$ cat src/rtl/histogram_smooth_peak_pick_defines.svh
// Assertion macros shared by the divider and the datapath RTL files.
`ifndef HISTOGRAM_SMOOTH_PEAK_PICK_DEFINES_SVH
`define HISTOGRAM_SMOOTH_PEAK_PICK_DEFINES_SVH

// The consequent must hold in the same cycle as the antecedent.
`define ASSERT_IMPLIES(label, clk, rst, ante, cons) \
   label: assert property (@(posedge clk) disable iff (rst) (ante) |-> (cons)) \
      else $error("assertion failed");

// The consequent must hold in the cycle after the antecedent.
`define ASSERT_NEXT(label, clk, rst, ante, cons) \
   label: assert property (@(posedge clk) disable iff (rst) (ante) |=> (cons)) \
      else $error("assertion failed");

`endif

$ cat src/rtl/hspp_pkg.sv
`timescale 1ns / 1ps

package hspp_pkg;

   localparam int MAX_BINS    = 128;
   localparam int BIN_W       = $clog2(MAX_BINS);
   localparam int CNT_W       = $clog2(MAX_BINS + 2);
   localparam int MAX_PASSES  = 8;
   localparam int PASS_W      = 4;
   localparam int IN_W        = 24;
   localparam int FRAC_W      = 16;
   localparam int VAL_W       = 40;
   localparam int LIM_W       = 56;
   localparam int HALF_W      = 20;
   localparam int THR_W       = 16;
   localparam int ANG_W       = 16;
   localparam int NUM_W       = 24;
   localparam int GEO_W       = 4;
   localparam int MAX_RESULTS = 64;
   localparam int RES_W       = 7;
   localparam int DIV_Q_W     = 17;
   localparam int DIV_CNT_W   = 5;
   localparam int ANGLE_SPAN  = 46080;
   localparam int GEO_TOL     = 896;
   localparam int NUM_KNOWN   = 8;

   typedef logic [ANG_W-1:0] angle_table_type [NUM_KNOWN];
   localparam angle_table_type KNOWN_ANGLE = '{
      16'd15360, 16'd18048, 16'd23040, 16'd28024,
      16'd30720, 16'd34560, 16'd38400, 16'd46080
   };

   typedef enum logic [1:0] {
      CSR_BIN_COUNT,
      CSR_SMOOTH_PASSES,
      CSR_NORMALIZE,
      CSR_THRESHOLD
   } csr_index_type;

   typedef enum logic [1:0] {
      WALK_SMOOTH,
      WALK_MAX,
      WALK_PEAK
   } walk_mode_type;

   typedef enum logic [3:0] {
      ST_IDLE,
      ST_SM_INIT,
      ST_SM_WALK,
      ST_MX_INIT,
      ST_MX_WALK,
      ST_LIM_LO,
      ST_LIM_HI,
      ST_PK_INIT,
      ST_PK_WALK,
      ST_ANG_GO,
      ST_ANG_WAIT,
      ST_VAL_GO,
      ST_VAL_WAIT,
      ST_FINISH
   } ctrl_state_type;

   typedef struct packed {
      logic          load;
      logic          walk_clear;
      logic          walk_step;
      walk_mode_type mode;
      logic          lim_lo;
      logic          lim_hi;
      logic          scan_init;
      logic          div_ang;
      logic          div_val;
      logic          cap_ang;
      logic          cap_val;
      logic          emit_pend;
      logic          finish;
   } dp_cmd_type;

   typedef struct packed {
      logic fire;
      logic walk_last;
      logic hit;
      logic div_busy;
   } dp_status_type;

   // First known angle lying closer than the tolerance, zero if none.
   function automatic logic [GEO_W-1:0] geometry_of(input logic [ANG_W-1:0] ang);
      logic [GEO_W-1:0] code;
      logic [ANG_W-1:0] gap;
      code = '0;
      for (int k = NUM_KNOWN - 1; k >= 0; k--) begin
         gap = (ang > KNOWN_ANGLE[k]) ? ang - KNOWN_ANGLE[k] : KNOWN_ANGLE[k] - ang;
         if (gap < ANG_W'(GEO_TOL)) begin
            code = GEO_W'(k + 1);
         end
      end
      return code;
   endfunction

endpackage

$ cat src/rtl/hspp_ctrl.sv
`timescale 1ns / 1ps

module hspp_ctrl
   import hspp_pkg::*;
(
   input  logic              clock,
   input  logic              reset,
   input  logic              start,
   input  logic              small_bins,
   input  logic [PASS_W-1:0] passes,
   input  logic              normalize,
   input  dp_status_type     status_in,
   output dp_cmd_type        cmd_out,
   output logic              busy
);

   ctrl_state_type    state_ff, state_in;
   logic [PASS_W-1:0] pass_ff, pass_in;

   always_ff @(posedge clock) begin
      if (reset) begin
         state_ff <= ST_IDLE;
         pass_ff  <= '0;
      end else begin
         state_ff <= state_in;
         pass_ff  <= pass_in;
      end
   end

   always_comb begin
      state_in = state_ff;
      pass_in  = pass_ff;
      cmd_out  = '0;
      cmd_out.mode = WALK_SMOOTH;
      unique case (state_ff)
         ST_IDLE: begin
            if (start) begin
               cmd_out.load = 1'b1;
               if (status_in.fire) begin
                  pass_in  = '0;
                  state_in = (!small_bins && (passes != '0)) ? ST_SM_INIT : ST_MX_INIT;
               end
            end
         end
         ST_SM_INIT: begin
            cmd_out.walk_clear = 1'b1;
            state_in = ST_SM_WALK;
         end
         ST_SM_WALK: begin
            cmd_out.walk_step = 1'b1;
            if (status_in.walk_last) begin
               pass_in  = pass_ff + 1'b1;
               state_in = (pass_in < passes) ? ST_SM_INIT : ST_MX_INIT;
            end
         end
         ST_MX_INIT: begin
            cmd_out.mode       = WALK_MAX;
            cmd_out.walk_clear = 1'b1;
            state_in = ST_MX_WALK;
         end
         ST_MX_WALK: begin
            cmd_out.mode      = WALK_MAX;
            cmd_out.walk_step = 1'b1;
            if (status_in.walk_last) begin
               state_in = ST_LIM_LO;
            end
         end
         ST_LIM_LO: begin
            cmd_out.lim_lo = 1'b1;
            state_in = ST_LIM_HI;
         end
         ST_LIM_HI: begin
            cmd_out.lim_hi = 1'b1;
            state_in = ST_PK_INIT;
         end
         ST_PK_INIT: begin
            cmd_out.mode       = WALK_PEAK;
            cmd_out.walk_clear = 1'b1;
            cmd_out.scan_init  = 1'b1;
            state_in = ST_PK_WALK;
         end
         ST_PK_WALK: begin
            cmd_out.mode      = WALK_PEAK;
            cmd_out.walk_step = 1'b1;
            if (status_in.hit) begin
               state_in = ST_ANG_GO;
            end else if (status_in.walk_last) begin
               state_in = ST_FINISH;
            end
         end
         ST_ANG_GO: begin
            // The previous peak is known not to be the last one now.
            cmd_out.mode      = WALK_PEAK;
            cmd_out.div_ang   = 1'b1;
            cmd_out.emit_pend = 1'b1;
            state_in = ST_ANG_WAIT;
         end
         ST_ANG_WAIT: begin
            cmd_out.mode = WALK_PEAK;
            if (!status_in.div_busy) begin
               cmd_out.cap_ang = 1'b1;
               if (normalize) begin
                  state_in = ST_VAL_GO;
               end else begin
                  cmd_out.cap_val = 1'b1;
                  state_in = ST_PK_WALK;
               end
            end
         end
         ST_VAL_GO: begin
            cmd_out.mode    = WALK_PEAK;
            cmd_out.div_val = 1'b1;
            state_in = ST_VAL_WAIT;
         end
         ST_VAL_WAIT: begin
            cmd_out.mode = WALK_PEAK;
            if (!status_in.div_busy) begin
               cmd_out.cap_val = 1'b1;
               state_in = ST_PK_WALK;
            end
         end
         ST_FINISH: begin
            cmd_out.mode   = WALK_PEAK;
            cmd_out.finish = 1'b1;
            state_in = ST_IDLE;
         end
         default: begin
            state_in = ST_IDLE;
         end
      endcase
   end

   assign busy = (state_ff != ST_IDLE);

endmodule

$ cat config.mk
export PLATFORM = sky130hd
export DESIGN_NAME = hspp_ctrl
export DESIGN_NICKNAME = d
export VERILOG_FILES = /design/src/rtl/histogram_smooth_peak_pick_defines.svh /design/src/rtl/hspp_pkg.sv /design/src/rtl/hspp_ctrl.sv
export SDC_FILE = /design/constraint.sdc
export NUM_CORES = 1
export LEC_CHECK = 0
export BUFFER_PORTS_ARGS = -buffer_cell sky130_fd_sc_hd__buf_2
export CAP_MARGIN = 15
export CORE_UTILIZATION = 44
export DETAILED_ROUTE_END_ITERATION = 12
export PLACE_DENSITY = 0.74
export SETUP_SLACK_MARGIN = 0.2
export SKIP_CTS_REPAIR_TIMING = 1
export SYNTH_ARGS = -nofsm -noshare
export SYNTH_HDL_FRONTEND = slang
export SYNTH_SLANG_ARGS = --single-unit
$ cat constraint.sdc
create_clock -name clock -period 1.6 [get_ports clock]
set_clock_uncertainty 0.1 [all_clocks]
set_input_delay 0.32 -clock clock [delete_from_list [all_inputs] [get_ports clock]]
set_output_delay 0.32 -clock clock [all_outputs]
set_load 0.05 [all_outputs]
==> impl_metrics.tcl, run 1 <==
set metrics [dict create \
    placedCellCount 182 \
    cts_tree "done" \
    post_route_cells_drive_above_1_share_pct 69.51 \
    via_count_of_the_first_global_routing_pass 933 \
    clock_sink_count 8 \
    yosys.cell_count.top_type "nor2_1" \
    clk_pin_slew_worst_setup_hold_paths_ps 50 \
    timing.setup.critical_path_class "reg -> out" \
    drtPass1Iterations 4 \
    postPlaceCellArea_mm2 0.001346 \
    status "finished with violations" \
    global_routing_usage_summed_across_all_routing_layers_pct 25.84 \
    holdCritPathClass "in -> reg" \
    synth-edff-count 0 \
    die_y_um 45.42 \
    rows 15 \
    postSynthAreaPerCell_um2 7.753 \
    critical-path-top-delay-family "flip-flops" \
    switching_share_pct 47.34 \
    detail_route.drc_violations 0 \
    timing.fmax_mhz 538.6 \
    timing.slew.headroom_pct 78.25 \
    detailroute.via_count 1123 \
    timing.critical_path.from_type "flop" \
    violations_in_the_final_reports "negative setup slack" \
    p_per_area_mw_per_mm2 1077 \
    totalPowerFinal_mw 1.708 \
    place.detailed.hpwl_mm 1.905 \
    final.fill_count 78 \
    routabilityCongestion 0.7613 \
    root_cell_of_the_clock_tree "clkbuf_4" \
    place.port_buffers 27 \
    number_of_antenna_violations_at_the_first_check_in_global_routing 0 \
    preCtsSetupSlack_ps -109.6 \
    initial_core_util_pct 47.53 \
    cp_slowest_cell "dfxtp_4" \
    yosys_register_bits 8 \
    final.min_clock_period_ps 1857 \
    internal_power_mw 0.8993 \
    period_share_pct 116.0 \
    critPathBufInv 2 \
    grtUsageMet2_pct 42.00 \
    num_io_pins 28 \
    clock_power_share_pct 8.8 \
    grt_use_met3_pct 3.175 \
    global_route.peak_usage_layer "met2" \
    irDropWorstVdd_mv 0.7042 \
    h_tree_levels 1 \
    comb_power_share_pct 73.1 \
    critical_path_peak_fanout 5 \
    worst_skew_pair.late_latency_ps 250 \
    synthTopCellsByArea "dfxtp_1 (19%), nor2_1 (7.2%), ha_1 (6.0%)" \
    asyncSetResetFlopFracSynth_pct 0 \
    cts_inserted_buffers 3 \
    worstMarginPinSlew_ps 323.4 \
    synth-seq-area-share_pct 19.31 \
    postSynthNetCount 124 \
    holdWs_ps 244.8 \
    synth_cells 107 \
    core_area_mm2 0.001745 \
    yosysWarningCount 0 \
    netlist.area_leader.share_pct 19.31 \
    worst_ep_required_time_ps 1180 \
    grt_setup_unrepaired "true" \
    slew_viol_final 0 \
    syn_to_final_growth_pct 91.10 \
    grt_max_degree 19 \
    avgRoutedWirePerCell_um 17.96 \
    layout.core_utilization_pct 90.82 \
    max_cap_viol_count 0 \
    synth.cells.most_frequent "nor2_1 (16), dfxtp_1 (8), nand2_1 (8), a21oi_1 (7), nor3_1 (6)" \
    global_route_wire_length_before_repair_mm 3.926 \
    leakage_nw 0.6649 \
    p_seq_share_pct 18.1 \
    overflow 0 \
    avgViaCountPerCell 5.942 \
    power.net_switching_mw 0.8084 \
    crit_path_end_kind "output pin" \
    postSynth.topFlopCell "dfxtp_1" \
    postRouteWirelength_mm 3.395 \
    synthDominantAreaCellType "dfxtp_1" \
    grt.met1_usage_pct 33.90 \
    syn-cell-area_um2 829.5 \
    detail-route-antenna-nets 0 \
    crit_arrival_ps 1440 \
    first_iter_violations 42 \
    smallest_setup_slack_after_layout_ps -256.5 \
    setup_violations 19 \
    cp_slowest_stage_delay_ps 370 \
    finalInstanceArea_mm2 0.001585 \
    hold_violations 0 \
    clockBufferDepth 2 \
    crit_path_cell_trace "buf_4 > xnor2_1 > o22a_1 > nor2_4 > buf_8" \
    fin_nets 183 \
    totalNegativeSetupSlack_ps -2376 \
    antenna_cells 0 \
    timing.reg2reg.setup_slack_ps -180 \
    die_w_um 45.42 \
    design.die.area_mm2 0.002063 \
    yosysUniqueCellTypes 43 \
    final_cells 189 \
]
==> metal layers <==
metal / vias up / wire [um]
met5: - / 0
met4: 0 / 107
met3: 18 / 251
met2: 69 / 1768
met1: 538 / 1267
li1: 498 / -
==> placed cells by master, fill, tap and decap left out, types with 2 or more instances in the layout <==
| master | n |
|---|---|
| o21a_1 | 3 |
| a22oi_1 | 2 |
| xor2_1 | 2 |
| nor2_4 | 7 |
| dfxtp_4 | 5 |
| buf_2 | 12 |
| nor3_1 | 2 |
| nor2_1 | 8 |
| dfxtp_1 | 2 |
| or3_4 | 2 |
| ha_4 | 2 |
| o21ai_0 | 2 |
| inv_1 | 4 |
| nand3b_1 | 2 |
| and2b_2 | 2 |
| a21oi_4 | 2 |
| nor3_2 | 3 |
| buf_6 | 18 |
| nand2b_4 | 2 |
| nand2_1 | 4 |
| clkbuf_4 | 3 |
| nor3_4 | 2 |
| o21ai_2 | 2 |
| nand2_2 | 3 |
| xnor2_1 | 2 |
| a21oi_1 | 5 |
| nor2_2 | 2 |
| buf_4 | 29 |
| buf_8 | 2 |
| nand3_1 | 2 |
==> power groups by stage <==
| stage | combinational, mW | sequential, mW | clock [mW] |
|---|---|---|---|
| 3_3_place_gp | 0.974 | 0.290 | 0 |
| 4_1_cts | 1.00 | 0.290 | 0.155 |
| 2_1_floorplan | 0.708 | 0.267 | 0 |
| 6_report | 1.25 | 0.309 | 0.150 |
| 3_5_place_dp | 0.998 | 0.293 | 0 |
| 5_1_grt | 1.29 | 0.309 | 0.167 |
==> flip-flops by register name, summed over array words and instances, names as in the netlist <==
name / flops
pass_ff: 4
state_ff: 4
==> path summary, 6_finish.rpt <==
| kind | start | to | cells after the start |
|---|---|---|---|
| hold / removal | reset | state_ff[3] | 2 |
| setup / recovery | state_ff[1] | cmd_out[11] | 5 |
| setup reg to reg | pass_ff[0] | state_ff[1] | 8 |
| hold reg to reg | state_ff[0] | state_ff[0] | 1 |
==> worst reg2reg max path: cells and delay by family (launching register included) <==
family	cells	cell delay [ps]
flops	1	380
simple gates	3	250
xor+xnor	1	260
compound gates	3	330
fa+ha+maj	1	330
==> cells by family after synthesis <==
logic type / after synthesis / share of synthesized area [%]
DFF: 8 / 19.31
buffers and inverters: 13 / 12.97
xor gates and xnor gates: 4 / 4.224
adders and majority gates: 4 / 6.033
muxes: 1 / 1.207
and+or+nand+nor: 49 / 31.38
AOI/OAI and AO/OA: 28 / 24.89
==> final cells by class <==
cell class | count | area [um^2] | share of cell area [%]
inverter | 5 | 21.27 | 1.342
tap | 25 | 31.28 | 1.973
sequential | 8 | 180.2 | 11.37
multi-input combinational | 86 | 799.5 | 50.43
clock buffer | 3 | 22.52 | 1.421
timing repair buffer | 62 | 530.5 | 33.46
(Power assumes the default switching activity.)
==> inputs of run 2 (changes only) <==
--- a/config.mk
+++ b/config.mk
@@ -6,7 +6,7 @@
 export NUM_CORES = 1
 export LEC_CHECK = 0
 export BUFFER_PORTS_ARGS = -buffer_cell sky130_fd_sc_hd__buf_2
-export CAP_MARGIN = 15
+export CAP_MARGIN = 20
 export CORE_UTILIZATION = 44
 export DETAILED_ROUTE_END_ITERATION = 12
 export PLACE_DENSITY = 0.74
@@ -15,3 +15,4 @@
 export SYNTH_ARGS = -nofsm -noshare
 export SYNTH_HDL_FRONTEND = slang
 export SYNTH_SLANG_ARGS = --single-unit
+export TNS_END_PERCENT = 1
==> impl_metrics.tcl, run 2 (synthesis results as in run 1) <==
set metrics [dict create \
    status "finished with violations" \
    violations_in_the_final_reports "negative setup slack" \
    final.min_clock_period_ps 1871 \
    root_cell_of_the_clock_tree "clkbuf_4" \
    detail-route-antenna-nets 0 \
    cp_slowest_stage_delay_ps 370 \
    global_route_wire_length_before_repair_mm 3.781 \
    hold_violations 0 \
    setup_violations 21 \
    place.port_buffers 27 \
    overflow 0 \
    timing.setup.critical_path_class "reg -> out" \
    cts_tree "done" \
    holdWs_ps 243.4 \
    fin_nets 179 \
    worst_skew_pair.late_latency_ps 250 \
    layout_commonest_cell "buf_4" \
    design.die.area_mm2 0.002063 \
    syn_to_final_growth_pct 76.62 \
    num_io_pins 28 \
    avgViaCountPerCell 5.622 \
    clock_sink_count 8 \
    timing.critical_path.from_type "flop" \
    p_per_area_mw_per_mm2 1038 \
    place.detailed.hpwl_mm 1.899 \
    via_count_of_the_first_global_routing_pass 892 \
    crit_path_end_kind "output pin" \
    crit_path_cell_trace "buf_6 > or3_4 > a21oi_4 > buf_6" \
    irDropWorstVdd_mv 0.9247 \
    critical-path-top-delay-family "flip-flops" \
    grt_max_degree 12 \
    drtPass1Iterations 4 \
    setup.worst_path.start "state_ff[2]" \
    routabilityCongestion 0.8682 \
    timing.slew.headroom_pct 75.09 \
    holdCritPathClass "in -> reg" \
    post_route_cells_drive_above_1_share_pct 63.75 \
    antenna_cells 0 \
    period_share_pct 116.9 \
    die_y_um 45.42 \
    layout.cells.most_common_list "buf_4 (25), buf_6 (16), buf_2 (13)" \
    cp_slowest_cell "dfxtp_4" \
    clockBufferDepth 2 \
    worst_r2r_endpoint "state_ff[1]" \
    detail_route.drc_violations 0 \
    grt_setup_unrepaired "true" \
    smallest_setup_slack_after_layout_ps -271.1 \
    totalPowerFinal_mw 1.521 \
    critical_path.endpoint "cmd_out[2]" \
    number_of_antenna_violations_at_the_first_check_in_global_routing 0 \
    timing.critical_path.mode_cell "buf_6" \
    cts_inserted_buffers 3 \
    detailroute.via_count 1040 \
    postRouteWirelength_mm 2.942 \
    final.fill_count 107 \
    crit_arrival_ps 1450 \
    initial_core_util_pct 47.53 \
    worst_ep_required_time_ps 1180 \
    timing.reg2reg.setup_slack_ps -130 \
    reg_top3 "pass_ff: 4 flops, state_ff: 4 flops" \
    global_routing_usage_summed_across_all_routing_layers_pct 24.94 \
    timing.reg2reg.worst_path_depth 8 \
    h_tree_levels 1 \
    slew_viol_final 0 \
    clk_pin_slew_worst_setup_hold_paths_ps 60 \
    max_cap_viol_count 0 \
    critical_path_cell_count 4 \
    reg2reg_from "pass_ff[0]" \
    totalNegativeSetupSlack_ps -2535 \
    leakage_nw 0.6434 \
    preCtsSetupSlack_ps -261.8 \
    die_w_um 45.42 \
    timing.fmax_mhz 534.4 \
    rows 15 \
    avgRoutedWirePerCell_um 15.90 \
    critical_path_peak_fanout 6 \
    first_iter_violations 48 \
    critPathBufInv 2 \
    worstMarginPinSlew_ps 372.9 \
    core_area_mm2 0.001745 \
]
[run 2: worst min path at each step]
stage                       end       start  slack (ps)  cells after the start
floorplan            pass_ff[2]  pass_ff[2]         380                      2
global placement     pass_ff[3]  pass_ff[3]         410                      2
detailed placement   pass_ff[3]  pass_ff[3]         420                      2
CTS                 state_ff[3]       reset         240                      2
global route        state_ff[3]       reset         280                      2
finish              state_ff[3]       reset         240                      2
[run 2: where the power goes]
group          total (mW)  internal [mW]  switching, mW
logic                1.08          0.484          0.594
clock network       0.153         0.0857         0.0670
registers           0.291          0.235         0.0560
total                1.52          0.804          0.717
[run 2: cell type report]
class	instances	area [um^2]	share of cell area [%]
Inverter	5	18.77	1.281
Clock buffer	3	22.52	1.537
Timing Repair Buffer	58	508.0	34.67
Tap cell	25	31.28	2.135
Multi-Input combinational cell	86	709.4	48.42
Sequential cell	8	175.2	11.96
[run 2: stage by stage]
stage,cells,instance area [um^2],util [%]
6_report,185,1465,83.94
5_1_grt,185,1465,83.94
4_1_cts,183,1271,72.83
3_5_place_dp,180,1249,71.54
3_3_place_gp,180,1249,71.54
2_1_floorplan,107,947.2,-
[run 2: layer usage]
layer  vias up  track usage (%)  routed length, um
met3         6            1.587                196
met2        48            40.29               1550
met4         0            8.485                 51
met1       490            34.96               1143
met5         -                0                  0
li1        496                -                  -
